## src/hw/rtl/varc_pkg.sv

```systemverilog
// Shared constants, types and codes of the voxel auto-range colorizer.
package varc_pkg;

   // Field widths of the item and result transactions.
   localparam int SAMPLE_WIDTH    = 32;
   localparam int PART_WIDTH      = 32;
   localparam int POT_WIDTH       = 32;
   localparam int PROB_WIDTH      = 2 * PART_WIDTH;
   localparam int SCALE_WIDTH     = 31;
   localparam int COLOR_WIDTH     = 8;

   // Divider lanes work on 64-bit magnitudes and return one color byte.
   localparam int DIV_WIDTH       = 64;
   localparam int DIV_PROD_WIDTH  = DIV_WIDTH + COLOR_WIDTH;
   localparam int DIV_STEP_WIDTH  = $clog2(COLOR_WIDTH);

   // Queue between the front and the back.
   localparam int QUEUE_DEPTH     = 4;
   localparam int QUEUE_PTR_WIDTH = $clog2(QUEUE_DEPTH);

   // Configuration port.
   localparam int CSR_ADDR_WIDTH  = 3;
   localparam int CSR_DATA_WIDTH  = 32;

   // Parts keep only their SAMPLE_WIDTH most significant bits.
   localparam logic [PART_WIDTH-1:0] PART_KEEP_MASK =
      {PART_WIDTH{1'b1}} << (PART_WIDTH - SAMPLE_WIDTH);

   localparam logic [SCALE_WIDTH-1:0] FULL_SCALE_RESET = SCALE_WIDTH'(429497);
   localparam logic [COLOR_WIDTH-1:0] COLOR_FULL = {COLOR_WIDTH{1'b1}};
   localparam logic [COLOR_WIDTH-1:0] COLOR_NONE = '0;

   // Running extreme start values.
   localparam logic [PROB_WIDTH-1:0] PROB_MIN_START = {PROB_WIDTH{1'b1}};
   localparam logic [PROB_WIDTH-1:0] PROB_MAX_START = '0;
   localparam logic [POT_WIDTH-1:0]  POT_MIN_START  = {1'b0, {(POT_WIDTH-1){1'b1}}};
   localparam logic [POT_WIDTH-1:0]  POT_MAX_START  = {1'b1, {(POT_WIDTH-1){1'b0}}};

   typedef enum logic {
      ACTION_MEASURE = 1'b0,
      ACTION_PAINT   = 1'b1
   } varc_action_type;

   typedef enum logic {
      THEME_PROBABILITY = 1'b0,
      THEME_COMPONENTS  = 1'b1
   } varc_theme_type;

   typedef enum logic {
      REG_DISPLAY_THEME = 1'b0,
      REG_FULL_SCALE    = 1'b1
   } varc_reg_type;

   // One classified item as it travels from the front to the back.
   typedef struct packed {
      varc_action_type         action;
      logic [PART_WIDTH-1:0]   re;
      logic [PART_WIDTH-1:0]   im;
      logic [POT_WIDTH-1:0]    pot;
      logic                    fixed_cell;
      logic                    last;
      logic [PROB_WIDTH-1:0]   prob;
   } varc_entry_type;

   // Configuration as seen by the back.
   typedef struct packed {
      varc_theme_type          theme;
      logic [SCALE_WIDTH-1:0]  full_scale;
   } varc_cfg_type;

   // Operands of one scaling job: floor(255 * n / d), clamped.
   typedef struct packed {
      logic                    n_pos;
      logic [DIV_WIDTH-1:0]    n_mag;
      logic                    d_pos;
      logic [DIV_WIDTH-1:0]    d_mag;
   } varc_div_req_type;

endpackage

```

## src/hw/rtl/varc_front.sv

```systemverilog
// Front part: accepts items, quantizes the parts and computes the probability.
module varc_front import varc_pkg::*; (
   input  logic                   clock,
   input  logic                   reset,
   input  logic                   req_valid,
   output logic                   req_stall,
   input  logic                   req_action,
   input  logic [PART_WIDTH-1:0]  req_real_part,
   input  logic [PART_WIDTH-1:0]  req_imag_part,
   input  logic [POT_WIDTH-1:0]   req_potential,
   input  logic                   req_fixed_cell,
   input  logic                   req_last,
   output logic                   push_valid,
   output varc_entry_type         push_entry,
   input  logic                   queue_full
);

   typedef enum logic [3:0] {
      F_IDLE  = 4'b0001,
      F_SQ_RE = 4'b0010,
      F_SQ_IM = 4'b0100,
      F_PUSH  = 4'b1000
   } varc_front_state_type;

   varc_front_state_type   state_ff, state_in;
   varc_entry_type         item_ff;
   logic [PART_WIDTH-1:0]  re_mag_ff, im_mag_ff;
   logic [PROB_WIDTH-1:0]  prod_ff, acc_ff;

   logic                   accept;
   logic [PART_WIDTH-1:0]  re_q, im_q, re_mag_in, im_mag_in;
   logic [PART_WIDTH-1:0]  mult_op;
   logic [PROB_WIDTH-1:0]  prod_in;

   assign accept    = req_valid && (state_ff == F_IDLE);
   assign req_stall = (state_ff != F_IDLE);

   // Quantize the parts and take their magnitudes.
   assign re_q      = req_real_part & PART_KEEP_MASK;
   assign im_q      = req_imag_part & PART_KEEP_MASK;
   assign re_mag_in = re_q[PART_WIDTH-1] ? (~re_q + PART_WIDTH'(1)) : re_q;
   assign im_mag_in = im_q[PART_WIDTH-1] ? (~im_q + PART_WIDTH'(1)) : im_q;

   // One shared multiplier squares the real part, then the imaginary part.
   assign mult_op = (state_ff == F_SQ_RE) ? re_mag_ff : im_mag_ff;
   assign prod_in = PROB_WIDTH'(mult_op) * PROB_WIDTH'(mult_op);

   always_comb begin
      state_in = state_ff;
      unique case (state_ff)
         F_IDLE:  if (accept) state_in = F_SQ_RE;
         F_SQ_RE: state_in = F_SQ_IM;
         F_SQ_IM: state_in = F_PUSH;
         F_PUSH:  if (!queue_full) state_in = F_IDLE;
         default: state_in = F_IDLE;
      endcase
   end

   always_ff @(posedge clock) begin
      if (reset) begin
         state_ff <= F_IDLE;
      end else begin
         state_ff <= state_in;
      end
   end

   // Item payload and the partial squares.
   always_ff @(posedge clock) begin
      if (accept) begin
         item_ff.action     <= varc_action_type'(req_action);
         item_ff.re         <= re_q;
         item_ff.im         <= im_q;
         item_ff.pot        <= req_potential;
         item_ff.fixed_cell <= req_fixed_cell;
         item_ff.last       <= req_last;
         item_ff.prob       <= '0;
         re_mag_ff          <= re_mag_in;
         im_mag_ff          <= im_mag_in;
      end
      if (state_ff == F_SQ_RE) begin
         prod_ff <= prod_in;
      end
      if (state_ff == F_SQ_IM) begin
         acc_ff  <= prod_ff;
         prod_ff <= prod_in;
      end
   end

   // The sum of squares never exceeds 2^63, so it fits without a carry.
   always_comb begin
      push_entry      = item_ff;
      push_entry.prob = acc_ff + prod_ff;
   end

   assign push_valid = (state_ff == F_PUSH);

endmodule

```

## config.mk

```make
export PLATFORM = sky130hd
export DESIGN_NAME = varc_front
export DESIGN_NICKNAME = d
export VERILOG_FILES = /design/src/hw/rtl/varc_pkg.sv /design/src/hw/rtl/varc_front.sv
export SDC_FILE = /design/constraint.sdc
export NUM_CORES = 2
export LEC_CHECK = 0
export BUFFER_PORTS_ARGS = -buffer_cell sky130_fd_sc_hd__clkbuf_2
export CORE_MARGIN = 2
export CORE_UTILIZATION = 55
export DETAILED_ROUTE_END_ITERATION = 10
export GPL_TIMING_DRIVEN = 0
export PLACE_DENSITY_LB_ADDON = 0.3
export SKIP_CTS_REPAIR_TIMING = 1
export SYNTH_ARGS = -nofsm -noshare
export SYNTH_HDL_FRONTEND = slang
export SYNTH_SLANG_ARGS = --single-unit
```

## constraint.sdc

```tcl
create_clock -name clock -period 17.9 [get_ports clock]
set_clock_uncertainty 0.15 [all_clocks]
set_input_delay 0.895 -clock clock [delete_from_list [all_inputs] [get_ports clock]]
set_output_delay 0.895 -clock clock [all_outputs]
set_load 0.01 [all_outputs]
```

==> metrics.log <==
[metrics] number of detailed-routing iterations run before antenna repair: 6
[metrics] setup ws final: between 5 and 6 ns
[metrics] accumulated negative setup slack: 0 ns
[metrics] Cell Rows: between 100 and 150
[metrics] element type at the critical path start: flip-flop
[metrics] met1 wire length: 47,100 um
[metrics] critical path buffer and inverter count: 10
[metrics] first-pass GRT wire length: between 150,000 and 200,000 um
[metrics] reg2reg setup slack: approximately 5.4 ns
[metrics] number of synthesized flops with an enable pin: ~290
[metrics] cells after synthesis: about 4,200
[metrics] mean area per synthesized cell: 10.2 um^2
[metrics] dominant combinational cell family by area after synthesis: adder cells
[metrics] combined flip-flop and latch cell area: between 8000 and 9000 um^2
[metrics] critical path fanouts, max: 10
[metrics] final-report max-slew violation count: 0
[metrics] number of different library cells in the post-synthesis netlist: between 70 and 80
[metrics] synthesized-area fraction occupied by and/or/nand/nor cells: ~8.6%
[metrics] final-layout fill cell count: about 6,400
[metrics] antenna violation net count after detailed routing: 0
[metrics] max cap viols: 0
[metrics] highest routed layer: met5
[metrics] cell with the most instances on the worst path: sky130_fd_sc_hd__fa_1
[metrics] final hold viol count: 0
[metrics] total global routing overflow: 0
[metrics] detailed-route vias per instance: 5.57
[metrics] share of synthesized cell area in full adder, half adder and majority cells: between 40% and 50%
[metrics] # port buffers: 267
[metrics] transition time at the pin with the least slew margin: approximately 1.4 ns
[metrics] Synth Area in Compound Gates: under 10%
[metrics] DIE HEIGHT: 282 um
[metrics] category of cells accounting for the largest share of critical-path delay: adder cells
[metrics] clock buffers created by TritonCTS: 29
[metrics] post-route clock period utilization: a little over two thirds
[metrics] total routing usage reported by global routing: between 30% and 40%
[metrics] Die Wd: 282 um
[metrics] latest clock arrival within the worst-skew pair: 0.60 ns
[metrics] total nets after synthesis: between 5,000 and 6,000
[metrics] class of the worst hold path: flip-flop to flip-flop
[metrics] met3 routed WL: ~14,000 um
[metrics] run status: completed
[metrics] arrival time at the worst endpoint: approximately 13 ns
[metrics] multiplexer area fraction after synthesis: under 10%
[metrics] number of nets in the finished design: around 5,700
[metrics] critical path startpoint: state_ff[0]
[metrics] top-area cell type share of the netlist area: a little under two fifths
[metrics] DRC violation total after the first TritonRoute iteration: 2,595
[metrics] xor and xnor fraction of the mapped netlist area: roughly 4.3%
[metrics] routed wire length: 120,000 um
[metrics] Worst Hold Launch: prod_ff[55]
[metrics] area inside the core boundary: 76,100 um^2
[metrics] pre-CTS WS: around 5.7 ns
[metrics] # clock sinks: 291
[metrics] fraction of registers with async set or reset after synthesis: 0%
[metrics] number of global-route vias before repair: approximately 32,000
[metrics] HPWL after DPL: just under 100,000 um
[metrics] effective utilization at floorplan: 55.7%
[metrics] WP data required: approximately 18 ns
[metrics] Post-Syn Area: roughly 42,000 um^2
[metrics] met2 wire len: 52,700 um
[metrics] highest achievable clock rate: 0.0798 GHz
[metrics] Clock Tree Root: sky130_fd_sc_hd__clkbuf_16
[metrics] cell taking the most area after synthesis: sky130_fd_sc_hd__fa_1
[metrics] shortest clock period the worst path allows after layout: 12.53 ns
[metrics] number of H-tree levels: 1
[metrics] worst reg2reg startpoint: state_ff[0]
[metrics] delay contributed by the slowest stage of the critical path: 1.22 ns
[metrics] share of final-layout standard cells stronger than drive strength 1: between 8 and 9%
[metrics] CTS tree: yes
[metrics] die footprint: between 70,000 and 80,000 um^2
[metrics] top library cells by usage in the layout, fill and taps aside: sky130_fd_sc_hd__inv_1 (1,000), sky130_fd_sc_hd__fa_1 (793), sky130_fd_sc_hd__ha_1 (351)
[metrics] Multi-input gate area: 29,400 um^2
[metrics] clock transition at the registers of the reported paths: 0.06 ns
[metrics] critical path class: flip-flop to flip-flop
[metrics] wire length per cell: roughly 22 um
[metrics] Final setup viols: 0
[metrics] DRC Markers: 0
[metrics] Most used DFF post-synth: sky130_fd_sc_hd__edfxtp_1
[metrics] most common library cell in the layout ignoring fill and taps: sky130_fd_sc_hd__inv_1
[metrics] final weighted congestion in routability-driven placement: about 1.0
[metrics] YS warnings: 0
[metrics] share of the yosys chip area belonging to registers: roughly a fifth
[metrics] Critical Path Slowest Stage Cell: sky130_fd_sc_hd__mux2i_1
[metrics] Synth-to-Final Area Change: 8.83%
[metrics] relative max-transition margin: ~1.6%
[metrics] instance count after placement with tap cells included: ~5,500
[metrics] Cell Count, Final, Fillers Out: about 5,500
[metrics] number of antenna violations at the first check in global routing: 3
[metrics] largest cells by area after synthesis: sky130_fd_sc_hd__fa_1 (37%), sky130_fd_sc_hd__edfxtp_1 (20%), sky130_fd_sc_hd__ha_1 (10%), sky130_fd_sc_hd__inv_1 (8.9%), sky130_fd_sc_hd__nor2_1 (3.0%)
[metrics] sort of element at the end of the critical path: flip-flop
[metrics] detailed-route via count: 30,900
[metrics] I/O pin count: between 200 and 300
[metrics] RSZ-0062 raised after global routing: false
[metrics] number of synthesized register bits: just under 300
[metrics] pin count of the biggest net entering global routing: between 60 and 70
[metrics] number of buffers between clock root and the deepest sink: 3
[metrics] final core utilization: 60.6%
==> flip-flops by register name (all words and copies together), names as in the netlist <==
name,cells
acc_ff,63
re_mag_ff,31
prod_ff,63
im_mag_ff,31
state_ff,4
push_entry,99
==> per-layer routing <==
metal  vias to the layer above  track usage (%)
li1                      13600                -
met1                     15300             41.0
met2                      1616             48.6
met3                       360             8.56
met4                         6             12.5
met5                         -                0
==> kinds of logic (layout without fill, tap and decap cells) <==
| family | after synthesis | in the layout |
|---|---|---|
| other | 0 | 1 |
| adders and majority gates | 1144 | 1144 |
| xor gates and xnor gates | 210 | 210 |
| muxes | 41 | 41 |
| AOI/OAI and AO/OA | 496 | 496 |
| DFF | 291 | 291 |
| buffers and inverters | 1144 | 1479 |
| and+or+nand+nor | 851 | 851 |
==> path summary, 6_finish.rpt <==
path	to	depth (start not counted)
setup / recovery	prod_ff[55]	32
hold reg to reg	acc_ff[55]	0
hold / removal	acc_ff[55]	0
setup reg to reg	prod_ff[55]	32
==> through the flow <==
step | area [um^2] | hold slack (ns)
global route | 46100 | 0.313
floorplan | 42400 | 0.283
global placement | 45000 | 0.299
CTS | 46100 | 0.307
detailed placement | 45200 | 0.294
finish | 46100 | 0.310
==> cell usage after synthesis (7+ instances only) <==
| master | number |
|---|---|
| sky130_fd_sc_hd__clkinv_1 | 7 |
| sky130_fd_sc_hd__and3_1 | 27 |
| sky130_fd_sc_hd__o21a_1 | 16 |
| sky130_fd_sc_hd__xnor2_1 | 126 |
| sky130_fd_sc_hd__nor2_1 | 341 |
| sky130_fd_sc_hd__edfxtp_1 | 287 |
| sky130_fd_sc_hd__o21bai_1 | 22 |
| sky130_fd_sc_hd__nand2_1 | 328 |
| sky130_fd_sc_hd__a31oi_1 | 19 |
| sky130_fd_sc_hd__o21ai_1 | 15 |
| sky130_fd_sc_hd__o41ai_1 | 7 |
| sky130_fd_sc_hd__or2_2 | 9 |
| sky130_fd_sc_hd__nor4_1 | 7 |
| sky130_fd_sc_hd__a211oi_1 | 11 |
| sky130_fd_sc_hd__buf_1 | 15 |
| sky130_fd_sc_hd__clkbuf_1 | 117 |
| sky130_fd_sc_hd__o21ai_0 | 82 |
| sky130_fd_sc_hd__and2_1 | 9 |
| sky130_fd_sc_hd__nand3_1 | 26 |
| sky130_fd_sc_hd__xor2_1 | 84 |
| sky130_fd_sc_hd__mux2_2 | 23 |
| sky130_fd_sc_hd__a221oi_1 | 8 |
| sky130_fd_sc_hd__ha_1 | 351 |
| sky130_fd_sc_hd__inv_1 | 1000 |
| sky130_fd_sc_hd__nor2b_1 | 12 |
| sky130_fd_sc_hd__or3_1 | 10 |
| sky130_fd_sc_hd__fa_1 | 793 |
| sky130_fd_sc_hd__nor3_1 | 17 |
| sky130_fd_sc_hd__mux2i_1 | 18 |
| sky130_fd_sc_hd__a21o_1 | 102 |
| sky130_fd_sc_hd__nand4_1 | 28 |
| sky130_fd_sc_hd__a21oi_1 | 151 |
| sky130_fd_sc_hd__o31ai_1 | 12 |
| sky130_fd_sc_hd__nand2b_1 | 9 |
| sky130_fd_sc_hd__or4_1 | 8 |
==> layout make-up <==
class | instances | share of cell area (%)
Buffer | 137 | 1.14
Sequential cell | 291 | 18.9
Tap cell | 1030 | 2.79
Inverter | 1007 | 8.19
Clock buffer | 39 | 1.70
Timing Repair Buffer | 281 | 3.26
Clock inverter | 15 | 0.290
Antenna cell | 1 | 0.00542
Multi-Input combinational cell | 2742 | 63.8
Power is not shown: default switching activity piles up to over one toggle a cycle in this logic, so the estimate is an artifact.
