File: src/hw/rtl/varc_pkg.sv
// Shared constants, types and codes of the voxel auto-range colorizer.
package varc_pkg;

   // Field widths of the item and result transactions.
   localparam int SAMPLE_WIDTH    = 32;
   localparam int PART_WIDTH      = 32;
   localparam int POT_WIDTH       = 32;
   localparam int PROB_WIDTH      = 2 * PART_WIDTH;
   localparam int SCALE_WIDTH     = 31;
   localparam int COLOR_WIDTH     = 8;

   // Divider lanes work on 64-bit magnitudes and return one color byte.
   localparam int DIV_WIDTH       = 64;
   localparam int DIV_PROD_WIDTH  = DIV_WIDTH + COLOR_WIDTH;
   localparam int DIV_STEP_WIDTH  = $clog2(COLOR_WIDTH);

   // Queue between the front and the back.
   localparam int QUEUE_DEPTH     = 4;
   localparam int QUEUE_PTR_WIDTH = $clog2(QUEUE_DEPTH);

   // Configuration port.
   localparam int CSR_ADDR_WIDTH  = 3;
   localparam int CSR_DATA_WIDTH  = 32;

   // Parts keep only their SAMPLE_WIDTH most significant bits.
   localparam logic [PART_WIDTH-1:0] PART_KEEP_MASK =
      {PART_WIDTH{1'b1}} << (PART_WIDTH - SAMPLE_WIDTH);

   localparam logic [SCALE_WIDTH-1:0] FULL_SCALE_RESET = SCALE_WIDTH'(429497);
   localparam logic [COLOR_WIDTH-1:0] COLOR_FULL = {COLOR_WIDTH{1'b1}};
   localparam logic [COLOR_WIDTH-1:0] COLOR_NONE = '0;

   // Running extreme start values.
   localparam logic [PROB_WIDTH-1:0] PROB_MIN_START = {PROB_WIDTH{1'b1}};
   localparam logic [PROB_WIDTH-1:0] PROB_MAX_START = '0;
   localparam logic [POT_WIDTH-1:0]  POT_MIN_START  = {1'b0, {(POT_WIDTH-1){1'b1}}};
   localparam logic [POT_WIDTH-1:0]  POT_MAX_START  = {1'b1, {(POT_WIDTH-1){1'b0}}};

   typedef enum logic {
      ACTION_MEASURE = 1'b0,
      ACTION_PAINT   = 1'b1
   } varc_action_type;

   typedef enum logic {
      THEME_PROBABILITY = 1'b0,
      THEME_COMPONENTS  = 1'b1
   } varc_theme_type;

   typedef enum logic {
      REG_DISPLAY_THEME = 1'b0,
      REG_FULL_SCALE    = 1'b1
   } varc_reg_type;

   // One classified item as it travels from the front to the back.
   typedef struct packed {
      varc_action_type         action;
      logic [PART_WIDTH-1:0]   re;
      logic [PART_WIDTH-1:0]   im;
      logic [POT_WIDTH-1:0]    pot;
      logic                    fixed_cell;
      logic                    last;
      logic [PROB_WIDTH-1:0]   prob;
   } varc_entry_type;

   // Configuration as seen by the back.
   typedef struct packed {
      varc_theme_type          theme;
      logic [SCALE_WIDTH-1:0]  full_scale;
   } varc_cfg_type;

   // Operands of one scaling job: floor(255 * n / d), clamped.
   typedef struct packed {
      logic                    n_pos;
      logic [DIV_WIDTH-1:0]    n_mag;
      logic                    d_pos;
      logic [DIV_WIDTH-1:0]    d_mag;
   } varc_div_req_type;

endpackage

File: src/hw/rtl/varc_divider.sv
// Bit-serial scaling lane: one quotient bit of floor(255*n/d) per cycle.
module varc_divider import varc_pkg::*; (
   input  logic                   clock,
   input  logic                   reset,
   input  logic                   start,
   input  varc_div_req_type       req,
   output logic                   busy,
   output logic [COLOR_WIDTH-1:0] quot
);

   localparam logic [DIV_STEP_WIDTH-1:0] LAST_STEP = DIV_STEP_WIDTH'(COLOR_WIDTH - 1);

   logic                      busy_ff, busy_in;
   logic [DIV_STEP_WIDTH-1:0] step_ff;
   logic [DIV_WIDTH-1:0]      rem_ff;
   logic [DIV_WIDTH-1:0]      d_ff;
   logic [COLOR_WIDTH-1:0]    low_ff;
   logic [COLOR_WIDTH-1:0]    quot_ff;

   logic [DIV_PROD_WIDTH-1:0] prod;
   logic [DIV_WIDTH:0]        trial;
   logic [DIV_WIDTH:0]        diff;
   logic                      fits;
   logic                      direct;
   logic [COLOR_WIDTH-1:0]    direct_quot;

   // The numerator 255*n as a shift and a subtract.
   assign prod = {req.n_mag, COLOR_WIDTH'(0)} - {COLOR_WIDTH'(0), req.n_mag};

   // Clamp and zero-divisor rules settle the result without iterating.
   always_comb begin
      direct      = 1'b1;
      direct_quot = COLOR_NONE;
      if (!req.d_pos) begin
         direct_quot = req.n_pos ? COLOR_FULL : COLOR_NONE;
      end else if (!req.n_pos) begin
         direct_quot = COLOR_NONE;
      end else if (req.n_mag >= req.d_mag) begin
         direct_quot = COLOR_FULL;
      end else begin
         direct = 1'b0;
      end
   end

   // One restoring step: shift in the next numerator bit and try the divisor.
   assign trial = {rem_ff, low_ff[COLOR_WIDTH-1]};
   assign diff  = trial - {1'b0, d_ff};
   assign fits  = (trial >= {1'b0, d_ff});

   always_comb begin
      busy_in = busy_ff;
      if (start) begin
         busy_in = !direct;
      end else if (busy_ff && step_ff == LAST_STEP) begin
         busy_in = 1'b0;
      end
   end

   always_ff @(posedge clock) begin
      if (reset) begin
         busy_ff <= 1'b0;
      end else begin
         busy_ff <= busy_in;
      end
   end

   always_ff @(posedge clock) begin
      if (start) begin
         quot_ff <= direct ? direct_quot : COLOR_NONE;
         rem_ff  <= prod[DIV_PROD_WIDTH-1:COLOR_WIDTH];
         low_ff  <= prod[COLOR_WIDTH-1:0];
         d_ff    <= req.d_mag;
         step_ff <= '0;
      end else if (busy_ff) begin
         rem_ff  <= fits ? diff[DIV_WIDTH-1:0] : trial[DIV_WIDTH-1:0];
         low_ff  <= {low_ff[COLOR_WIDTH-2:0], 1'b0};
         quot_ff <= {quot_ff[COLOR_WIDTH-2:0], fits};
         step_ff <= step_ff + DIV_STEP_WIDTH'(1);
      end
   end

   assign busy = busy_ff;
   assign quot = quot_ff;

endmodule

File: src/hw/rtl/varc_back.sv
// Back part: tracks and latches extremes, and paints colors with three scaling lanes.
module varc_back import varc_pkg::*; (
   input  logic                   clock,
   input  logic                   reset,
   input  varc_cfg_type           cfg,
   input  logic                   empty,
   input  varc_entry_type         head,
   output logic                   pop,
   output logic                   rsp_valid,
   input  logic                   rsp_stall,
   output logic [COLOR_WIDTH-1:0] rsp_red,
   output logic [COLOR_WIDTH-1:0] rsp_green,
   output logic [COLOR_WIDTH-1:0] rsp_blue,
   output logic [COLOR_WIDTH-1:0] rsp_alpha,
   output logic                   rsp_end_of_frame
);

   typedef enum logic [1:0] {
      B_IDLE = 2'b01,
      B_DIV  = 2'b10
   } varc_back_state_type;

   varc_back_state_type     state_ff, state_in;

   logic [PROB_WIDTH-1:0]   run_prob_min_ff, run_prob_max_ff;
   logic [POT_WIDTH-1:0]    run_pot_min_ff, run_pot_max_ff;
   logic [PROB_WIDTH-1:0]   held_prob_min_ff, held_prob_max_ff;
   logic [POT_WIDTH-1:0]    held_pot_min_ff, held_pot_max_ff;

   logic                    fixed_ff, override_ff, last_ff;
   logic                    rsp_valid_ff, rsp_valid_in;
   logic [COLOR_WIDTH-1:0]  red_ff, green_ff, blue_ff, alpha_ff;
   logic                    eof_ff;

   logic                    measure_go, paint_go, finish;
   logic [PROB_WIDTH-1:0]   prob_min_in, prob_max_in;
   logic [POT_WIDTH-1:0]    pot_min_in, pot_max_in;
   logic                    override;
   logic [POT_WIDTH:0]      pot_diff;
   logic                    prob_above;
   logic [PROB_WIDTH-1:0]   prob_diff;
   varc_div_req_type        red_req, green_req, alpha_req;
   logic                    red_busy, green_busy, alpha_busy;
   logic [COLOR_WIDTH-1:0]  red_q, green_q, alpha_q;
   logic [COLOR_WIDTH-1:0]  red_in, green_in, blue_in, alpha_in;

   assign pop        = (state_ff == B_IDLE) && !empty;
   assign measure_go = pop && (head.action == ACTION_MEASURE);
   assign paint_go   = pop && (head.action == ACTION_PAINT);
   assign finish     = (state_ff == B_DIV) && !red_busy && !green_busy && !alpha_busy &&
                       (!rsp_valid_ff || !rsp_stall);

   always_comb begin
      state_in = state_ff;
      unique case (state_ff)
         B_IDLE:  if (paint_go) state_in = B_DIV;
         B_DIV:   if (finish) state_in = B_IDLE;
         default: state_in = B_IDLE;
      endcase
   end

   // Running extremes including the current measure item.
   assign prob_min_in = (head.prob < run_prob_min_ff) ? head.prob : run_prob_min_ff;
   assign prob_max_in = (head.prob > run_prob_max_ff) ? head.prob : run_prob_max_ff;
   assign pot_min_in  = ($signed(head.pot) < $signed(run_pot_min_ff)) ? head.pot : run_pot_min_ff;
   assign pot_max_in  = ($signed(head.pot) > $signed(run_pot_max_ff)) ? head.pot : run_pot_max_ff;

   always_ff @(posedge clock) begin
      if (reset) begin
         run_prob_min_ff  <= PROB_MIN_START;
         run_prob_max_ff  <= PROB_MAX_START;
         run_pot_min_ff   <= POT_MIN_START;
         run_pot_max_ff   <= POT_MAX_START;
         held_prob_min_ff <= '0;
         held_prob_max_ff <= '0;
         held_pot_min_ff  <= '0;
         held_pot_max_ff  <= '0;
      end else if (measure_go) begin
         if (head.last) begin
            held_prob_min_ff <= prob_min_in;
            held_prob_max_ff <= prob_max_in;
            held_pot_min_ff  <= pot_min_in;
            held_pot_max_ff  <= pot_max_in;
            run_prob_min_ff  <= PROB_MIN_START;
            run_prob_max_ff  <= PROB_MAX_START;
            run_pot_min_ff   <= POT_MIN_START;
            run_pot_max_ff   <= POT_MAX_START;
         end else begin
            run_prob_min_ff  <= prob_min_in;
            run_prob_max_ff  <= prob_max_in;
            run_pot_min_ff   <= pot_min_in;
            run_pot_max_ff   <= pot_max_in;
         end
      end
   end

   // The potential takes over the color when it is nonzero, a range is held and the cell is not fixed.
   assign override = ((held_pot_min_ff != '0) || (held_pot_max_ff != '0)) &&
                     (head.pot != '0) && !head.fixed_cell;

   assign pot_diff   = {head.pot[POT_WIDTH-1], head.pot} -
                       {held_pot_min_ff[POT_WIDTH-1], held_pot_min_ff};
   assign prob_above = (head.prob > held_prob_min_ff);
   assign prob_diff  = head.prob - held_prob_min_ff;

   // Scaling jobs: red and green from the parts, alpha from probability or potential.
   always_comb begin
      red_req.n_pos   = !head.re[PART_WIDTH-1] && (head.re != '0);
      red_req.n_mag   = DIV_WIDTH'(head.re);
      red_req.d_pos   = (cfg.full_scale != '0);
      red_req.d_mag   = DIV_WIDTH'(cfg.full_scale);

      green_req.n_pos = !head.im[PART_WIDTH-1] && (head.im != '0);
      green_req.n_mag = DIV_WIDTH'(head.im);
      green_req.d_pos = (cfg.full_scale != '0);
      green_req.d_mag = DIV_WIDTH'(cfg.full_scale);

      if (override) begin
         alpha_req.n_pos = !pot_diff[POT_WIDTH] && (pot_diff != '0);
         alpha_req.n_mag = DIV_WIDTH'(pot_diff[POT_WIDTH-1:0]);
         alpha_req.d_pos = !held_pot_max_ff[POT_WIDTH-1] && (held_pot_max_ff != '0);
         alpha_req.d_mag = DIV_WIDTH'(held_pot_max_ff);
      end else begin
         alpha_req.n_pos = prob_above;
         alpha_req.n_mag = prob_diff;
         alpha_req.d_pos = (held_prob_max_ff != '0);
         alpha_req.d_mag = held_prob_max_ff;
      end
   end

   varc_divider u_red_lane (
      .clock (clock),
      .reset (reset),
      .start (paint_go),
      .req   (red_req),
      .busy  (red_busy),
      .quot  (red_q)
   );

   varc_divider u_green_lane (
      .clock (clock),
      .reset (reset),
      .start (paint_go),
      .req   (green_req),
      .busy  (green_busy),
      .quot  (green_q)
   );

   varc_divider u_alpha_lane (
      .clock (clock),
      .reset (reset),
      .start (paint_go),
      .req   (alpha_req),
      .busy  (alpha_busy),
      .quot  (alpha_q)
   );

   // Remember how the color of the painted item is composed.
   always_ff @(posedge clock) begin
      if (paint_go) begin
         fixed_ff    <= head.fixed_cell;
         override_ff <= override;
         last_ff     <= head.last;
      end
   end

   // Color selection once all lanes are done.
   always_comb begin
      if (fixed_ff) begin
         red_in   = COLOR_NONE;
         green_in = COLOR_NONE;
         blue_in  = COLOR_FULL;
         alpha_in = COLOR_FULL;
      end else if (override_ff) begin
         red_in   = COLOR_FULL;
         green_in = COLOR_NONE;
         blue_in  = COLOR_FULL;
         alpha_in = alpha_q;
      end else if (cfg.theme == THEME_COMPONENTS) begin
         red_in   = red_q;
         green_in = green_q;
         blue_in  = COLOR_NONE;
         alpha_in = alpha_q;
      end else begin
         red_in   = COLOR_FULL;
         green_in = COLOR_FULL;
         blue_in  = COLOR_FULL;
         alpha_in = alpha_q;
      end
   end

   // Output register holds a finished transaction until the receiver takes it.
   always_comb begin
      rsp_valid_in = rsp_valid_ff && rsp_stall;
      if (finish) begin
         rsp_valid_in = 1'b1;
      end
   end

   always_ff @(posedge clock) begin
      if (reset) begin
         state_ff     <= B_IDLE;
         rsp_valid_ff <= 1'b0;
      end else begin
         state_ff     <= state_in;
         rsp_valid_ff <= rsp_valid_in;
      end
   end

   always_ff @(posedge clock) begin
      if (finish) begin
         red_ff   <= red_in;
         green_ff <= green_in;
         blue_ff  <= blue_in;
         alpha_ff <= alpha_in;
         eof_ff   <= last_ff;
      end
   end

   assign rsp_valid        = rsp_valid_ff;
   assign rsp_red          = red_ff;
   assign rsp_green        = green_ff;
   assign rsp_blue         = blue_ff;
   assign rsp_alpha        = alpha_ff;
   assign rsp_end_of_frame = eof_ff;

   // A new result appears only at the end of a paint.
   assert property (@(posedge clock) disable iff (reset)
      $rose(rsp_valid_ff) |-> $past(state_ff == B_DIV))
      else $error("result raised outside of a paint");

endmodule

File: config.mk
export PLATFORM = sky130hd
export DESIGN_NAME = varc_back
export DESIGN_NICKNAME = d
export VERILOG_FILES = /design/src/hw/rtl/varc_pkg.sv /design/src/hw/rtl/varc_divider.sv /design/src/hw/rtl/varc_back.sv
export SDC_FILE = /design/constraint.sdc
export NUM_CORES = 2
export LEC_CHECK = 0
export BUFFER_PORTS_ARGS = -buffer_cell sky130_fd_sc_hd__buf_2
export CAP_MARGIN = 20
export CORE_MARGIN = 5
export CORE_UTILIZATION = 45
export CTS_BUF_LIST = sky130_fd_sc_hd__clkbuf_16
export CTS_CLUSTER_DIAMETER = 60
export DETAILED_ROUTE_END_ITERATION = 12
export PLACE_DENSITY = 0.62
export SYNTH_ARGS = -nofsm -noshare
export SYNTH_HDL_FRONTEND = slang
export SYNTH_SLANG_ARGS = --single-unit
File: constraint.sdc
create_clock -name clock -period 7.5 [get_ports clock]
set_input_delay 0.75 -clock clock [delete_from_list [all_inputs] [get_ports clock]]
set_output_delay 0.75 -clock clock [all_outputs]
set_load 0.01 [all_outputs]
==> summary.txt <==
Floorplanning
  – Chip width: between 300 and 400 um
  – Core Region: between 0.1 and 0.15 mm2
  – DIE HEIGHT: between 300 and 400 um
  – Row count: 133
  – Boundary Pins: ~230
  – Die Footprint: 0.140 mm2
  – Initial Util: a little under half

Min path
  – Worst Hold Depth: 1
  – Worst Hold Path EP: u_red_lane.d_ff[4]
  – Worst hold path type: primary input to flip-flop
  – Hold Startpoint: cfg[4]

Critical path
  – Reg2reg setup slack: 0.58 ns
  – WP data required: about 8.0 ns
  – CP bufs+invs: 2
  – Startpoint types: flip-flop
  – CP max stage cell: a2111oi_0
  – Worst-path maximum fanout: 5
  – CP Data Arrival Time: ~7.4 ns
  – Crit path kind: flip-flop to flip-flop
  – R2R Path Start: held_prob_min_ff[0]
  – Worst path top cell family by delay: compound AO/OA/AOI/OAI gates
  – Setup crit end kind: flip-flop
  – R2r endpoint: u_alpha_lane.rem_ff[63]
  – Path depth of the worst reg2reg path: 28
  – CP most frequent cell: a21oi_1
  – Critical Path Max Stage Delay: about 0.54 ns

Finish
  – Final nets: slightly above 8,000
  – Multi-input logic area: roughly 0.037 mm2
  – Layout cell share with drive strength beyond 1: ~7.4%
  – Register area: 0.0189 mm2
  – Diodes inserted: 0
  – Fin cells: around 9,100
  – Commonest cells after routing, fill and taps aside: inv_1, nand2_1, ha_1, a21oi_1, o21ai_0
  – Area Overhead vs Synth: 10.6%
  – Commonest non-fill, non-tap cell in the layout: inv_1
  – # fillers: 12,800

Global route
  – Vias in the first global route: 50,600
  – Largest net degree at the start of global routing: around 160
  – Gr busiest metal: met2
  – Initial antenna violation count: 3
  – First-pass GRT wire length: between 200 and 300 mm
  – GRT Util Overall: between 20% and 30%
  – Met1 GRT Util: a little over a third
  – Routing usage on met2: approximately two fifths
  – M3 GR Usage: between 3 and 4%
  – GRT overflow: 0

STA
  – Fin. Hold Viols: 0
  – Final Cycle Share: 92.2%
  – Pin slew with the least headroom to its limit: about 1.0 ns
  – Final Slew Violations: 0
  – Setup_tns: 0 ns
  – Post-Route Skew: between 0.03 and 0.04 ns
  – Max Freq: 0.145 GHz
  – Slew HR: 31.0%
  – Final setup vio count: 0
  – Final Critical Period: a little under 7 ns
  – RSZ-0062 raised after global routing: no

Power
  – Clock Power Share: 32.4%
  – Power share of the combinational group: approximately 35%
  – Sw Share: 36.7%
  – Seq pwr share: 32.2%
  – Cell Pwr Density: ~230 mW/mm2
  – P_int: around 9.6 mW
  – Leak: 29.2 nW
  – Final Total Pwr: about 15 mW
  – NetSw: 5.55 mW
  – Maximum vdd drop: 0.178 mV

Placement
  – Final RePlAce weighted congestion: ~0.97
  – IO Port Bufs: between 200 and 250
  – DP Cell Count: ~9,000
  – DP HPWL: about 140 mm

Synthesis
  – Netlist Area Pre-Place: 0.0597 mm2
  – Register bit total from synthesis: approximately 760
  – Share of the synthesized area in the top cell type: 18.3%
  – EDFF count, synth: 364
  – Synth area leader: edfxtp_1
  – XOR/XNOR Fraction of Synth Area: under 10%
  – Multiplexer share of the synthesized area: under 10%
  – Synth Area in Simple Gates: between 10% and 20%
  – Synth unique cells: 82
  – Synth area leaders: edfxtp_1, ha_1, dfxtp_1
  – Primary FF master, synth: dfxtp_1
  – Largest family of logic cells by synthesized area: compound AO/OA/AOI/OAI gates
  – Synth Area per Inst: ~8.4 um2
  – Asr flop ratio synth: 0%
  – Compound-cell area share of the yosys netlist: between 20% and 30%
  – Adder-Cell Fraction of Synth Area: 13.8%
  – Seq/Total Area, Yosys: a little under a third
  – Ys Warns: 0
  – Post-Syn Nets: between 7,000 and 8,000
  – Syn Inst Count: 7,135

CTS
  – Clk root buf: clkbuf_16
  – CTS Buf Count: 101
  – Sink Count: 763
  – CTS Hold Buffers Added: 0
  – Post-cts gate resize count: 0
  – Later-pin clock latency in the skew report: 0.74 ns
  – Clock Pin Slew Worst Setup and Hold Paths: about 0.060 ns
  – Number of setup buffers added after CTS: 0
  – TritonCTS clock tree: done
  – CTS Buffer Depth: 3
  – H-tree depth: 3

Routing
  – Vias per cell: 5.83
  – Antenna Nets Post-Route: 0
  – Via count: between 50,000 and 60,000
  – # DRC: 0
  – Wirelength per Cell: 20.5 um
  – DRT iter0 DRCs: about 4,400
  – Post-Route WL: roughly 190 mm
  – DRT Pass-1 Iters: 6

Run
  – Max capacitance violation total: 0

Status
  – Status: finished, final reports clean
-- per-stage QoR --
step                      area (um2)  worst slack [ns]  util (%)  hold WS [ns]
after floorplan                59700             0.922         -         0.400
after global placement         62500            0.0552      47.5         0.414
after detailed placement       62500           -0.0184      47.5         0.412
after CTS                      65900             0.597      50.1         0.230
after global routing           66000            0.0674      50.1         0.245
final                          66000             0.581      50.1         0.270
-- logic make-up (layout without fill, tap and decap cells) --
kind of cell,count (synthesis),after routing
compound gates,2145,2145
xor+xnor,377,377
fa+ha+maj,656,656
buf+inv,1019,1194
flops,763,763
mux,253,253
simple gates,1922,1922
-- final cells by class --
cell class / instances / share of cell area, %
clock inverters: 86 / 1.24
repair buffers: 301 / 2.70
flip-flops and latches: 763 / 28.7
clock buffers: 103 / 3.90
multi-input cells: 5353 / 56.2
well taps: 1755 / 3.33
inverters: 704 / 4.01
-- registers in the layout, summed over array words and instances, names as in the netlist, 32 cells and up --
name                 cells
held_pot_max_ff         32
held_pot_min_ff         32
held_prob_max_ff        64
held_prob_min_ff        64
run_pot_max_ff          32
run_pot_min_ff          32
run_prob_max_ff         64
run_prob_min_ff         64
u_alpha_lane.d_ff       64
u_alpha_lane.rem_ff     64
u_green_lane.rem_ff     64
u_red_lane.rem_ff       64
-- synthesized netlist by cell type (all sizes together) (32+ instances only) --
cell and n:
edfxtp 364, nand2b 75, and3 45, ha 651, or2 32, nand4 157
o21ai 552, xor2 142, dfxtp 399, or3 39, buf 41, clkbuf 274
o21bai 60, nor3 114, o211ai 117, o21a 51, nand3 79, a21oi 574
nor4 96, a211oi 129, inv 704, nor2b 76, a21o 301, nand2 693
a31oi 48, nor2 406, a22o 98, mux2i 249, xnor2 235
-- worst register-to-register path: cells and delay by family (launching register included) --
family                     cells  cell delay (ns)
adders and majority gates      3             1.02
and+or+nand+nor               10             1.82
buffers and inverters          2             0.31
AOI/OAI and AO/OA             11             2.84
DFF                            1             0.32
xor gates and xnor gates       2             0.36
-- power by group through the flow --
stage	combinational (mW)	sequential, mW	clock, mW
after floorplan	3.79	4.91	0
after global placement	5.21	4.95	0
after detailed placement	5.24	4.95	0
after CTS	5.28	4.87	5.01
after global routing	5.91	4.90	5.17
final	5.36	4.87	4.89
-- layer usage --
| metal | vias up | wire length [um] |
|---|---|---|
| met2 | 1466 | 82200 |
| met5 | - | 0 |
| li1 | 26000 | - |
| met4 | 0 | 8170 |
| met1 | 25000 | 85800 |
| met3 | 337 | 9620 |
-- worst max path at each step --
stage	startpoint	to	depth (start not counted)
4_1_cts	held_prob_min_ff[0]	u_alpha_lane.rem_ff[63]	28
3_5_place_dp	head[0]	u_alpha_lane.rem_ff[63]	30
3_3_place_gp	head[0]	u_alpha_lane.rem_ff[63]	30
6_report	held_prob_min_ff[0]	u_alpha_lane.rem_ff[63]	28
2_1_floorplan	head[0]	u_alpha_lane.rem_ff[62]	27
5_1_grt	held_prob_min_ff[1]	u_alpha_lane.rem_ff[63]	28
Power figures use the tool's default switching activity.
