<file path="src/hw/rtl/varc_pkg.sv">
// Shared constants, types and codes of the voxel auto-range colorizer.
package varc_pkg;

   // Field widths of the item and result transactions.
   localparam int SAMPLE_WIDTH    = 32;
   localparam int PART_WIDTH      = 32;
   localparam int POT_WIDTH       = 32;
   localparam int PROB_WIDTH      = 2 * PART_WIDTH;
   localparam int SCALE_WIDTH     = 31;
   localparam int COLOR_WIDTH     = 8;

   // Divider lanes work on 64-bit magnitudes and return one color byte.
   localparam int DIV_WIDTH       = 64;
   localparam int DIV_PROD_WIDTH  = DIV_WIDTH + COLOR_WIDTH;
   localparam int DIV_STEP_WIDTH  = $clog2(COLOR_WIDTH);

   // Queue between the front and the back.
   localparam int QUEUE_DEPTH     = 4;
   localparam int QUEUE_PTR_WIDTH = $clog2(QUEUE_DEPTH);

   // Configuration port.
   localparam int CSR_ADDR_WIDTH  = 3;
   localparam int CSR_DATA_WIDTH  = 32;

   // Parts keep only their SAMPLE_WIDTH most significant bits.
   localparam logic [PART_WIDTH-1:0] PART_KEEP_MASK =
      {PART_WIDTH{1'b1}} << (PART_WIDTH - SAMPLE_WIDTH);

   localparam logic [SCALE_WIDTH-1:0] FULL_SCALE_RESET = SCALE_WIDTH'(429497);
   localparam logic [COLOR_WIDTH-1:0] COLOR_FULL = {COLOR_WIDTH{1'b1}};
   localparam logic [COLOR_WIDTH-1:0] COLOR_NONE = '0;

   // Running extreme start values.
   localparam logic [PROB_WIDTH-1:0] PROB_MIN_START = {PROB_WIDTH{1'b1}};
   localparam logic [PROB_WIDTH-1:0] PROB_MAX_START = '0;
   localparam logic [POT_WIDTH-1:0]  POT_MIN_START  = {1'b0, {(POT_WIDTH-1){1'b1}}};
   localparam logic [POT_WIDTH-1:0]  POT_MAX_START  = {1'b1, {(POT_WIDTH-1){1'b0}}};

   typedef enum logic {
      ACTION_MEASURE = 1'b0,
      ACTION_PAINT   = 1'b1
   } varc_action_type;

   typedef enum logic {
      THEME_PROBABILITY = 1'b0,
      THEME_COMPONENTS  = 1'b1
   } varc_theme_type;

   typedef enum logic {
      REG_DISPLAY_THEME = 1'b0,
      REG_FULL_SCALE    = 1'b1
   } varc_reg_type;

   // One classified item as it travels from the front to the back.
   typedef struct packed {
      varc_action_type         action;
      logic [PART_WIDTH-1:0]   re;
      logic [PART_WIDTH-1:0]   im;
      logic [POT_WIDTH-1:0]    pot;
      logic                    fixed_cell;
      logic                    last;
      logic [PROB_WIDTH-1:0]   prob;
   } varc_entry_type;

   // Configuration as seen by the back.
   typedef struct packed {
      varc_theme_type          theme;
      logic [SCALE_WIDTH-1:0]  full_scale;
   } varc_cfg_type;

   // Operands of one scaling job: floor(255 * n / d), clamped.
   typedef struct packed {
      logic                    n_pos;
      logic [DIV_WIDTH-1:0]    n_mag;
      logic                    d_pos;
      logic [DIV_WIDTH-1:0]    d_mag;
   } varc_div_req_type;

endpackage

</file>
<file path="src/hw/rtl/varc_queue.sv">
// Short queue of classified items between the front and the back.
module varc_queue import varc_pkg::*; (
   input  logic           clock,
   input  logic           reset,
   input  logic           push_valid,
   input  varc_entry_type push_entry,
   output logic           full,
   input  logic           pop,
   output varc_entry_type head,
   output logic           empty
);

   localparam logic [QUEUE_PTR_WIDTH:0] COUNT_ONE  = (QUEUE_PTR_WIDTH+1)'(1);
   localparam logic [QUEUE_PTR_WIDTH:0] COUNT_FULL = (QUEUE_PTR_WIDTH+1)'(QUEUE_DEPTH);

   varc_entry_type               entries_ff [QUEUE_DEPTH];
   logic [QUEUE_PTR_WIDTH-1:0]   wr_ptr_ff, rd_ptr_ff;
   logic [QUEUE_PTR_WIDTH:0]     count_ff, count_in;
   logic                         push;

   assign full  = (count_ff == COUNT_FULL);
   assign empty = (count_ff == '0);
   assign push  = push_valid && !full;
   assign head  = entries_ff[rd_ptr_ff];

   always_comb begin
      count_in = count_ff;
      if (push && !pop) begin
         count_in = count_ff + COUNT_ONE;
      end else if (pop && !push) begin
         count_in = count_ff - COUNT_ONE;
      end
   end

   always_ff @(posedge clock) begin
      if (reset) begin
         wr_ptr_ff <= '0;
         rd_ptr_ff <= '0;
         count_ff  <= '0;
      end else begin
         count_ff <= count_in;
         if (push) begin
            wr_ptr_ff <= wr_ptr_ff + QUEUE_PTR_WIDTH'(1);
         end
         if (pop) begin
            rd_ptr_ff <= rd_ptr_ff + QUEUE_PTR_WIDTH'(1);
         end
      end
   end

   always_ff @(posedge clock) begin
      if (push) begin
         entries_ff[wr_ptr_ff] <= push_entry;
      end
   end

   // The fill count stays within the queue depth.
   assert property (@(posedge clock) disable iff (reset) count_ff <= COUNT_FULL)
      else $error("queue fill count beyond depth");

   // The back never takes an item from an empty queue.
   assert property (@(posedge clock) disable iff (reset) pop |-> !empty)
      else $error("pop from empty queue");

   // A push without a pop grows the fill count by exactly one.
   assert property (@(posedge clock) disable iff (reset)
      (push && !pop) |=> (count_ff == $past(count_ff) + COUNT_ONE))
      else $error("queue fill count out of step with pushes");

endmodule

</file>
<file path="config.mk">
export PLATFORM = sky130hd
export DESIGN_NAME = varc_queue
export DESIGN_NICKNAME = d
export VERILOG_FILES = /design/src/hw/rtl/varc_pkg.sv /design/src/hw/rtl/varc_queue.sv
export SDC_FILE = /design/constraint.sdc
export NUM_CORES = 1
export LEC_CHECK = 0
export BUFFER_PORTS_ARGS = -buffer_cell sky130_fd_sc_hd__clkbuf_2
export CAP_MARGIN = 20
export CORE_UTILIZATION = 60
export CTS_CLUSTER_DIAMETER = 120
export DETAILED_ROUTE_END_ITERATION = 7
export PLACE_DENSITY = 0.82
export REMOVE_ABC_BUFFERS = 1
export SYNTH_ARGS = -nofsm -noshare
export SYNTH_HDL_FRONTEND = slang
export SYNTH_SLANG_ARGS = --single-unit
</file>
<file path="constraint.sdc">
create_clock -name clock -period 14.6 [get_ports clock]
set_clock_uncertainty 0.15 [all_clocks]
set_input_delay 1.46 -clock clock [delete_from_list [all_inputs] [get_ports clock]]
set_output_delay 1.46 -clock clock [all_outputs]
set_load 0.02 [all_outputs]
</file>
==> results.json, run 1 <==
{
  "status": "complete, no violations",
  "number_of_global_route_vias_before_repair": 11415,
  "drc": 0,
  "final_critical_path_setup_slack_ns": 9.15,
  "seq_power_share": 0.526,
  "cts_buffer_depth": 3,
  "timing.critical_path.mode_cell": "buf_4",
  "fp.dieH_microns": 202,
  "synth.distinct_cells": 23,
  "postPlaceCellArea_sq_um": 26100,
  "yosysMostFrequentCell": "edfxtp_1",
  "synthesis_to_layout_area_growth_pct": 17.0,
  "cp_top_family": "buffers and inverters",
  "io_buffer_count": 331,
  "total_power_mw": 4.38,
  "cp.arrival_ns": 3.84,
  "synth_top_area_frac": 0.818,
  "critical_path_required_ns": 12.99,
  "grtUsageTotal": 0.232,
  "layout_cell_share_with_drive_strength_beyond_1": 0.446,
  "tritoncts_clock_tree": "done",
  "dpl_worst_slack_ns": 9.58,
  "synth-async-reset-ratio": 0,
  "max-cap-violations": 0,
  "grt_max_degree": 72,
  "finalCriticalPeriod_ns": 5.45,
  "cts.sinks": 661,
  "report.final.hold_viol_count": 0,
  "synth.yosys.seq_area_share": 0.826,
  "cts_post_setup_buffers_inserted": 0,
  "power.switching_fraction": 0.242,
  "critPathLaunchType": "register",
  "critical_path.slowest_cell": "buf_4",
  "nets": 1443,
  "routed_wire_length_per_instance_microns": 25.1,
  "synthesis.area_per_instance_sq_um": 26.6,
  "synth_top_cell_by_area": "edfxtp_1",
  "power_density_nw_per_um2": 157,
  "clock_latency_ns": 0.61,
  "grt_antenna_before_repair": 4,
  "initial_core_util": 0.614,
  "die_area_sq_um": 40700,
  "ctsRootBufferMaster": "clkbuf_16",
  "fin_area_sq_um": 28000,
  "globalRoute.totalOverflow": 0,
  "critical_path_peak_fanout": 71,
  "internal_power_mw": 3.32,
  "vias_per_cell": 5.91,
  "dr.pass1.iters": 5,
  "worstMarginPinSlew_ns": 1.05,
  "routed_wirelength_microns": 46100,
  "worst_slew_margin_rel": 0.301,
  "synthesis.area_sq_um": 23900,
  "ctsResizeCount": 0,
  "detailedPlacementHpwl_microns": 27400,
  "ys_top_cells_by_count": "edfxtp_1, mux4_2, buf_2",
  "synth_edf_count": 652,
  "dominantRegCellSynth": "edfxtp_1",
  "max_freq_mhz": 184,
  "via_count": 10856,
  "gp_routability_congestion": 0.752,
  "global_route_wire_length_before_repair_microns": 68800,
  "crit_chain": "buf_4, buf_4, mux4_2, clkbuf_2",
  "drt_iter0_drc": 696,
  "vdd.ir_drop.worst_uv": 162,
  "synth_area_leaders": "edfxtp_1, mux4_2, dfxtp_1",
  "count_of_endpoints_failing_setup_in_the_final_report": 0,
  "worstPathBufferInverterCount": 3,
  "design.core.area_sq_um": 39000,
  "cts.clk_slew.worst_paths_ns": 0.06,
  "drtAntennaViolNets": 0,
  "hold_path.class": "register to register",
  "finalCritPeriodShare": 0.373,
  "power.share.combinational": 0.136,
  "number_of_buffers_inserted_during_clock_tree_synthesis": 61,
  "p_leak_nw": 9.43,
  "syn-instance-count": 899,
  "switching_power_mw": 1.06,
  "setup-tns-final_ns": 0,
  "rows": 72,
  "crit_path_end_kind": "output pin",
  "number_of_warnings_reported_in_the_yosys_synthesis_log": 0,
  "post_cts_hold_buffer_count": 0,
  "timing.critical_path.slowest_cell_delay_ns": 0.88,
  "io_pins": 332,
  "die_w_microns": 202,
  "power.share.clock": 0.338,
  "number_of_h_tree_levels": 2,
  "setup_repair_after_global_routing_missed_its_margin": "no",
  "synth_seq_cells": 661,
  "timing_worst_setup_path_type": "register to output pin",
  "slew_viol_final": 0
}
==> path summary, 6_finish.rpt <==
path / cells after the start / slack (ns) / from / to
worst max-delay path: 4 / 9.15 / register / head[69]
worst min-delay path: 2 / 0.41 / wr_ptr_ff[1] / wr_ptr_ff[1]
worst min register to register: 2 / 0.41 / wr_ptr_ff[1] / wr_ptr_ff[1]
worst max register to register: 4 / 11.39 / count_ff[0] / entries_ff[0][139]
==> logic make-up after synthesis <==
| family | count (synthesis) | synth area share |
|---|---|---|
| flops | 661 | 0.826 |
| mux | 165 | 0.154 |
| buf+inv | 42 | 0.0107 |
| simple gates | 17 | 0.00371 |
| fa+ha+maj | 6 | 0.00345 |
| compound gates | 4 | 0.000837 |
| xor+xnor | 4 | 0.00146 |
==> worst register-to-register path, delay by kind of cell (launching register included) <==
family,cells,cell delay (ns)
buffers and inverters,1,0.85
DFF,1,0.41
and+or+nand+nor,3,1.37
==> metal layers <==
metal / vias up / GRT usage / wire, microns
li1: 4655 / - / -
met1: 5630 / 0.317 / 17800
met2: 471 / 0.367 / 23000
met3: 94 / 0.0675 / 3970
met4: 6 / 0.0741 / 1300
met5: - / 0 / 36
==> flip-flops by register name, indices dropped and copies added (netlist names), named ones only <==
name,cells
rd_ptr_ff,2
count_ff,3
entries_ff,652
wr_ptr_ff,2
==> layout by cell type, fill, tap and decap left out <==
cell | synthesis | layout
nor3_1 | 1 | 1
clkbuf_1 | 4 | 20
edfxtp_1 | 652 | 652
diode_2 | 0 | 1
inv_1 | 5 | 5
fa_1 | 1 | 1
or3_1 | 2 | 2
o21ai_0 | 2 | 2
and2_4 | 0 | 4
bufinv_16 | 0 | 3
clkinvlp_4 | 0 | 3
buf_16 | 0 | 1
mux2i_1 | 2 | 2
clkinv_1 | 0 | 18
clkbuf_16 | 0 | 63
inv_6 | 0 | 1
nor2_1 | 6 | 6
dfxtp_1 | 9 | 7
xor2_1 | 3 | 3
dfxtp_4 | 0 | 2
nor3b_1 | 1 | 1
nand2_1 | 1 | 1
clkinv_2 | 0 | 4
ha_1 | 5 | 5
mux4_2 | 163 | 163
a21oi_1 | 2 | 2
clkbuf_2 | 0 | 331
buf_4 | 2 | 13
xnor2_1 | 1 | 1
nand2b_1 | 2 | 2
==> per-stage QoR <==
step / utilization / hold slack [ns] / instances
5_1_grt: 0.718 / 0.426 / 1838
3_3_place_gp: 0.669 / 0.331 / 1724
6_report: 0.718 / 0.407 / 1838
3_5_place_dp: 0.669 / 0.387 / 1724
2_1_floorplan: - / 0.310 / 862
4_1_cts: 0.717 / 0.407 / 1836
==> power by group through the flow <==
stage	registers, mW	clock network, mW	logic, mW
after detailed placement	2.35	0	0.599
after global placement	2.33	0	0.589
after floorplan	2.38	0	0.380
final	2.31	1.48	0.596
after global routing	2.32	1.58	0.631
after CTS	2.31	1.51	0.604
==> area by class of cell <==
cell class / instances / area (sq um)
Clock buffer: 83 / 1650
Sequential cell: 661 / 19800
Fill cell: 2207 / 11000
Multi-Input combinational cell: 196 / 3930
Clock inverter: 29 / 209
Timing Repair Buffer: 345 / 1780
Antenna cell: 1 / 2.50
Tap cell: 518 / 648
Inverter: 5 / 18.8
(Power assumes the default switching activity.)
==> run 2: changes to the inputs <==
--- a/config.mk
+++ b/config.mk
@@ -5,12 +5,13 @@
 export SDC_FILE = /design/constraint.sdc
 export NUM_CORES = 1
 export LEC_CHECK = 0
+export ABC_AREA = 1
 export BUFFER_PORTS_ARGS = -buffer_cell sky130_fd_sc_hd__clkbuf_2
 export CAP_MARGIN = 20
-export CORE_UTILIZATION = 60
+export CORE_UTILIZATION = 57
 export CTS_CLUSTER_DIAMETER = 120
 export DETAILED_ROUTE_END_ITERATION = 7
-export PLACE_DENSITY = 0.82
+export PLACE_DENSITY = 0.78
 export REMOVE_ABC_BUFFERS = 1
 export SYNTH_ARGS = -nofsm -noshare
 export SYNTH_HDL_FRONTEND = slang
==> constraint.sdc (replaced) <==
create_clock -name clock -period 5.51 [get_ports clock]
set_clock_uncertainty 0.15 [all_clocks]
set_input_delay 0.551 -clock clock [delete_from_list [all_inputs] [get_ports clock]]
set_output_delay 0.551 -clock clock [all_outputs]
set_load 0.02 [all_outputs]
==> results.json, run 2 <==
{
  "status": "complete, no violations",
  "nets": 2279,
  "cts.sinks": 661,
  "fin_area_sq_um": 30300,
  "finalCriticalPeriod_ns": 3.93,
  "rows": 75,
  "layout_cell_share_with_drive_strength_beyond_1": 0.210,
  "drt_iter0_drc": 1635,
  "crit_path_end_kind": "output pin",
  "gp_routability_congestion": 0.769,
  "ctsResizeCount": 0,
  "dr.pass1.iters": 6,
  "initial_core_util": 0.580,
  "largest-register": "entries_ff",
  "synth_seq_cells": 661,
  "synthesis_to_layout_area_growth_pct": 23.7,
  "routed_wire_length_per_instance_microns": 21.1,
  "detailedPlacementHpwl_microns": 28600,
  "power.share.combinational": 0.120,
  "setup_repair_after_global_routing_missed_its_margin": "no",
  "worst_slew_margin_rel": 0.278,
  "dominantRegCellSynth": "edfxtp_1",
  "synthesis.area_per_instance_sq_um": 14.9,
  "switching_power_mw": 2.90,
  "layout.core_utilization": 0.718,
  "critPathLaunchType": "register",
  "drtAntennaViolNets": 0,
  "tritoncts_clock_tree": "done",
  "timing_worst_setup_path_type": "register to output pin",
  "clock_latency_ns": 0.61,
  "layout_commonest_cell": "edfxtp_1",
  "postPlaceCellArea_sq_um": 26500,
  "seq_power_share": 0.503,
  "critical_path_peak_fanout": 146,
  "cp.arrival_ns": 3.23,
  "total_power_mw": 11.9,
  "post_cts_hold_buffer_count": 158,
  "routed_wirelength_microns": 57000,
  "critical_path_required_ns": 4.81,
  "cts.clk_slew.worst_paths_ns": 0.06,
  "cts_post_setup_buffers_inserted": 0,
  "largest_reg_flops": 652,
  "slew_viol_final": 0,
  "synth-async-reset-ratio": 0,
  "number_of_global_route_vias_before_repair": 16159,
  "leading_cell_types_in_the_layout_fill_and_taps_excluded": "edfxtp_1, nor2_1, clkbuf_2, o21ai_0, o22ai_1",
  "power_density_nw_per_um2": 394,
  "syn-instance-count": 1641,
  "globalRoute.totalOverflow": 0,
  "design.core.area_sq_um": 42100,
  "top_regs": "entries_ff (652), count_ff (3)",
  "count_of_endpoints_failing_setup_in_the_final_report": 0,
  "grt_antenna_before_repair": 3,
  "p_leak_nw": 10.7,
  "synth_area_leaders": "edfxtp_1, o21ai_0, nor2_1",
  "power.share.clock": 0.378,
  "synthesis.area_sq_um": 24500,
  "io_buffer_count": 331,
  "finalCritPeriodShare": 0.713,
  "report.final.hold_viol_count": 0,
  "number_of_warnings_reported_in_the_yosys_synthesis_log": 0,
  "hold_path.class": "primary input to register",
  "vdd.ir_drop.worst_uv": 317,
  "grtUsageTotal": 0.258,
  "max-cap-violations": 0,
  "internal_power_mw": 9.02,
  "final_critical_path_setup_slack_ns": 1.58,
  "synth_edf_count": 652,
  "power.switching_fraction": 0.244,
  "vias_per_cell": 5.87,
  "grt_max_degree": 147,
  "synth_top_area_frac": 0.801,
  "synth_top_cell_by_area": "edfxtp_1",
  "fp.dieH_microns": 209,
  "via_count": 15842,
  "yosysMostFrequentCell": "edfxtp_1",
  "ctsRootBufferMaster": "clkbuf_16",
  "io_pins": 332,
  "global_route_wire_length_before_repair_microns": 86500,
  "number_of_buffers_inserted_during_clock_tree_synthesis": 61,
  "die_area_sq_um": 43700,
  "cts_buffer_depth": 3,
  "die_w_microns": 209,
  "worstMarginPinSlew_ns": 1.08,
  "max_freq_mhz": 254,
  "drc": 0,
  "ys_top_cells_by_count": "edfxtp_1, nor2_1, o21ai_0",
  "synth.distinct_cells": 20,
  "synth.yosys.seq_area_share": 0.808,
  "dpl_worst_slack_ns": 2.30,
  "number_of_h_tree_levels": 2,
  "setup-tns-final_ns": 0
}
-- run 2: changes by cell type in the layout (fill, tap and decap cells not counted), sizes merged, moves of 7 or more --
cell,change
nor2,+329
nand2,+7
dlygate4sd3,+158
o21ai,+328
mux4,-163
inv,+17
o22ai,+163
bufinv,+10
clkbuf,-12
-- run 2: stage by stage --
stage | hold WS, ns | instances
3_3_place_gp | 0.267 | 2424
6_report | 0.0317 | 2697
5_1_grt | 0.0136 | 2696
3_5_place_dp | 0.276 | 2424
4_1_cts | 0.00114 | 2695
2_1_floorplan | 0.262 | 1534
-- run 2: power groups by stage --
stage / Combinational (mW) / Sequential (mW) / Clock [mW]
2_1_floorplan: 0.737 / 6.19 / 0
3_3_place_gp: 1.28 / 6.07 / 0
3_5_place_dp: 1.31 / 6.09 / 0
4_1_cts: 1.41 / 5.99 / 4.53
5_1_grt: 1.52 / 6.01 / 4.73
6_report: 1.43 / 5.99 / 4.50
-- run 2: worst max-delay path, stage by stage, from the launching register on --
cell and delay (ns):
dfxtp_4 0.55, inv_8 0.62, buf_4 0.63, o21ai_0 0.20, o22ai_1 0.24, clkbuf_2 0.22
-- run 2: final cells by class --
type,instances,area [sq um]
flip-flops and latches,661,19800
multi-input cells,853,4130
diodes,2,5.00
inverters,20,85.1
fillers,2535,11900
well taps,539,674
repair buffers,509,3450
clock buffers,71,1610
clock inverters,42,546
-- run 2: cells by family (layout without fill, tap and decap cells) --
kind of cell | count (synthesis) | in the layout | share of synthesized area
other | 0 | 2 | 0
AO/OA/AOI/OAI | 498 | 498 | 0.110
adder cells (fa/ha/maj) | 6 | 6 | 0.00338
flip-flops | 661 | 661 | 0.808
buffers and inverters | 127 | 642 | 0.0244
AND/OR/NAND/NOR | 349 | 349 | 0.0540
-- run 2: final timing paths --
check / start / end / slack, ns / depth (start not counted)
min reg2reg: rd_ptr_ff[1] / register / 0.29 / 1
max: register / head[59] / 1.58 / 5
min: push_entry[102] / entries_ff[1][102] / 0.03 / 1
max reg2reg: count_ff[0] / entries_ff[0][140] / 2.61 / 5
-- run 2: layer usage --
layer / global-route usage / share of wire / vias to the layer above
met5: 0 / 0.00028 / -
met4: 0.0951 / 0.026 / 2
met3: 0.0524 / 0.085 / 115
met2: 0.439 / 0.51 / 782
met1: 0.329 / 0.38 / 7810
li1: - / - / 7133
==> run 3: changes to the inputs <==
--- a/config.mk
+++ b/config.mk
@@ -5,13 +5,13 @@
 export SDC_FILE = /design/constraint.sdc
 export NUM_CORES = 1
 export LEC_CHECK = 0
-export ABC_AREA = 1
+export ABC_AREA = 0
 export BUFFER_PORTS_ARGS = -buffer_cell sky130_fd_sc_hd__clkbuf_2
 export CAP_MARGIN = 20
-export CORE_UTILIZATION = 57
+export CORE_UTILIZATION = 51
 export CTS_CLUSTER_DIAMETER = 120
 export DETAILED_ROUTE_END_ITERATION = 7
-export PLACE_DENSITY = 0.78
+export PLACE_DENSITY = 0.74
 export REMOVE_ABC_BUFFERS = 1
 export SYNTH_ARGS = -nofsm -noshare
 export SYNTH_HDL_FRONTEND = slang
==> constraint.sdc (replaced) <==
create_clock -name clock -period 3.52 [get_ports clock]
set_clock_uncertainty 0.15 [all_clocks]
set_input_delay 0.352 -clock clock [delete_from_list [all_inputs] [get_ports clock]]
set_output_delay 0.352 -clock clock [all_outputs]
set_load 0.02 [all_outputs]
==> results.json, run 3 (synthesis gave the netlist of run 1 again) <==
{
  "max_freq_mhz": 330,
  "routed_wirelength_microns": 48100,
  "worstPathBufferInverterCount": 2,
  "setup_repair_after_global_routing_missed_its_margin": "no",
  "status": "complete, no violations",
  "design.core.area_sq_um": 46500,
  "io_buffer_count": 331,
  "grtUsageTotal": 0.204,
  "source_of_the_worst_register_to_register_timing_path": "count_ff[0]",
  "hold_path.class": "register to register",
  "cts.clk_slew.worst_paths_ns": 0.06,
  "fp.dieH_microns": 219,
  "finalCritPeriodShare": 0.862,
  "critical_path.slowest_cell": "dfxtp_4",
  "cp.arrival_ns": 2.53,
  "number_of_global_route_vias_before_repair": 12335,
  "critical_path_required_ns": 3.02,
  "dpl_worst_slack_ns": 1.03,
  "cts.sinks": 661,
  "number_of_buffers_inserted_during_clock_tree_synthesis": 67,
  "cts_buffer_depth": 3,
  "die_w_microns": 219,
  "top_regs": "entries_ff (652), count_ff (3)",
  "tritoncts_clock_tree": "done",
  "via_count": 11525,
  "crit_chain": "buf_4, mux4_2, clkbuf_2",
  "critical_path_peak_fanout": 32,
  "vdd.ir_drop.worst_uv": 489,
  "gp_routability_congestion": 0.733,
  "clock_latency_ns": 0.58,
  "r2r_end": "count_ff[2]",
  "power_density_nw_per_um2": 620,
  "ctsResizeCount": 0,
  "largest-register": "entries_ff",
  "worstRegToRegCells": 8,
  "critPathLaunchType": "register",
  "synthesis_to_layout_area_growth_pct": 26.6,
  "die_area_sq_um": 47800,
  "vias_per_cell": 5.43,
  "leading_cell_types_in_the_layout_fill_and_taps_excluded": "edfxtp_1, clkbuf_2, dlygate4sd3_1, mux4_2, clkbuf_16",
  "crit_path_end_kind": "output pin",
  "slew_viol_final": 0,
  "timing.critical_path.slowest_cell_delay_ns": 0.80,
  "count_of_endpoints_failing_setup_in_the_final_report": 0,
  "total_power_mw": 18.8,
  "grt_max_degree": 68,
  "number_of_h_tree_levels": 3,
  "drt_iter0_drc": 709,
  "p_leak_nw": 10.4,
  "register_to_register_setup_slack_ns": 1.04,
  "finalCriticalPeriod_ns": 3.03,
  "layout.area.seq_sq_um": 19800,
  "routed_wire_length_per_instance_microns": 22.7,
  "worst_slew_margin_rel": 0.537,
  "ctsRootBufferMaster": "clkbuf_16",
  "rows": 79,
  "detailedPlacementHpwl_microns": 27500,
  "nets": 1641,
  "layout_commonest_cell": "edfxtp_1",
  "globalRoute.totalOverflow": 0,
  "drc": 0,
  "whs_ns": 0.360,
  "largest_reg_flops": 652,
  "cp_top_family": "flip-flops",
  "filler_cell_count": 2974,
  "max-cap-violations": 0,
  "report.final.hold_viol_count": 0,
  "global_route_wire_length_before_repair_microns": 71800,
  "layout_cell_share_with_drive_strength_beyond_1": 0.412,
  "final_critical_path_setup_slack_ns": 0.486,
  "multi_input_logic_area_sq_um": 3930,
  "grt_antenna_before_repair": 2,
  "drtAntennaViolNets": 0,
  "timing_worst_setup_path_type": "register to output pin",
  "initial_core_util": 0.515,
  "setup.worst_path.end": "head[5]",
  "worstMarginPinSlew_ns": 0.695,
  "io_pins": 332,
  "dr.pass1.iters": 5,
  "cp.depth": 3
}
[run 3: worst min-delay path, delay by kind of cell, from the launching register on]
kind	cells	cell delay, ns
flops	1	0.33
compound gates	2	0.14
[run 3: how the worst min path moves through the flow]
stage	startpoint	to	cells past startpoint	slack, ns
2_1_floorplan	reset	count_ff[2]	1	0.27
3_3_place_gp	count_ff[2]	count_ff[2]	2	0.33
3_5_place_dp	count_ff[2]	count_ff[2]	2	0.35
4_1_cts	push_entry[43]	entries_ff[3][43]	2	0.33
5_1_grt	push_entry[27]	entries_ff[0][27]	2	0.36
6_report	count_ff[2]	count_ff[2]	2	0.36
[run 3: final cells by class]
cell class	count	share of cell area
multi-input combinational	196	0.130
antenna	2	0.000165
tap	607	0.0251
timing repair buffer	537	0.126
clock inverter	32	0.00702
clock buffer	82	0.0586
inverter	5	0.000620
sequential	661	0.653
[run 3: power by group]
part	total, mW	leakage [nW]	switching, mW	internal [mW]
sequential	9.54	6.05	0.171	9.37
clock	6.51	0.970	2.79	3.72
combinational	2.73	3.36	1.62	1.11
[run 3: what timing repair did]
item / in CTS / in global routing
hold buffers: 167 / 0
endpoints found under the setup margin: 0 / 0
endpoints found under the hold margin: 661 / 0
setup buffers: 0 / 0
[run 3: layer usage]
layer,vias to the layer above,track usage,part of all wire
li1,5044,-,-
met1,5977,0.254,0.39
met5,-,0,0
met2,414,0.346,0.52
met4,0,0.0711,0.026
met3,90,0.0550,0.069
[run 3: metrics by stage]
step / TNS [ns] / cell area (sq um) / utilization / std cells
6_report: 0 / 30300 / 0.652 / 2122
3_5_place_dp: 0 / 26600 / 0.573 / 1839
3_3_place_gp: 0 / 26600 / 0.573 / 1839
4_1_cts: 0 / 30300 / 0.652 / 2120
2_1_floorplan: -1883.02 / 23700 / - / 862
5_1_grt: 0 / 30300 / 0.652 / 2121
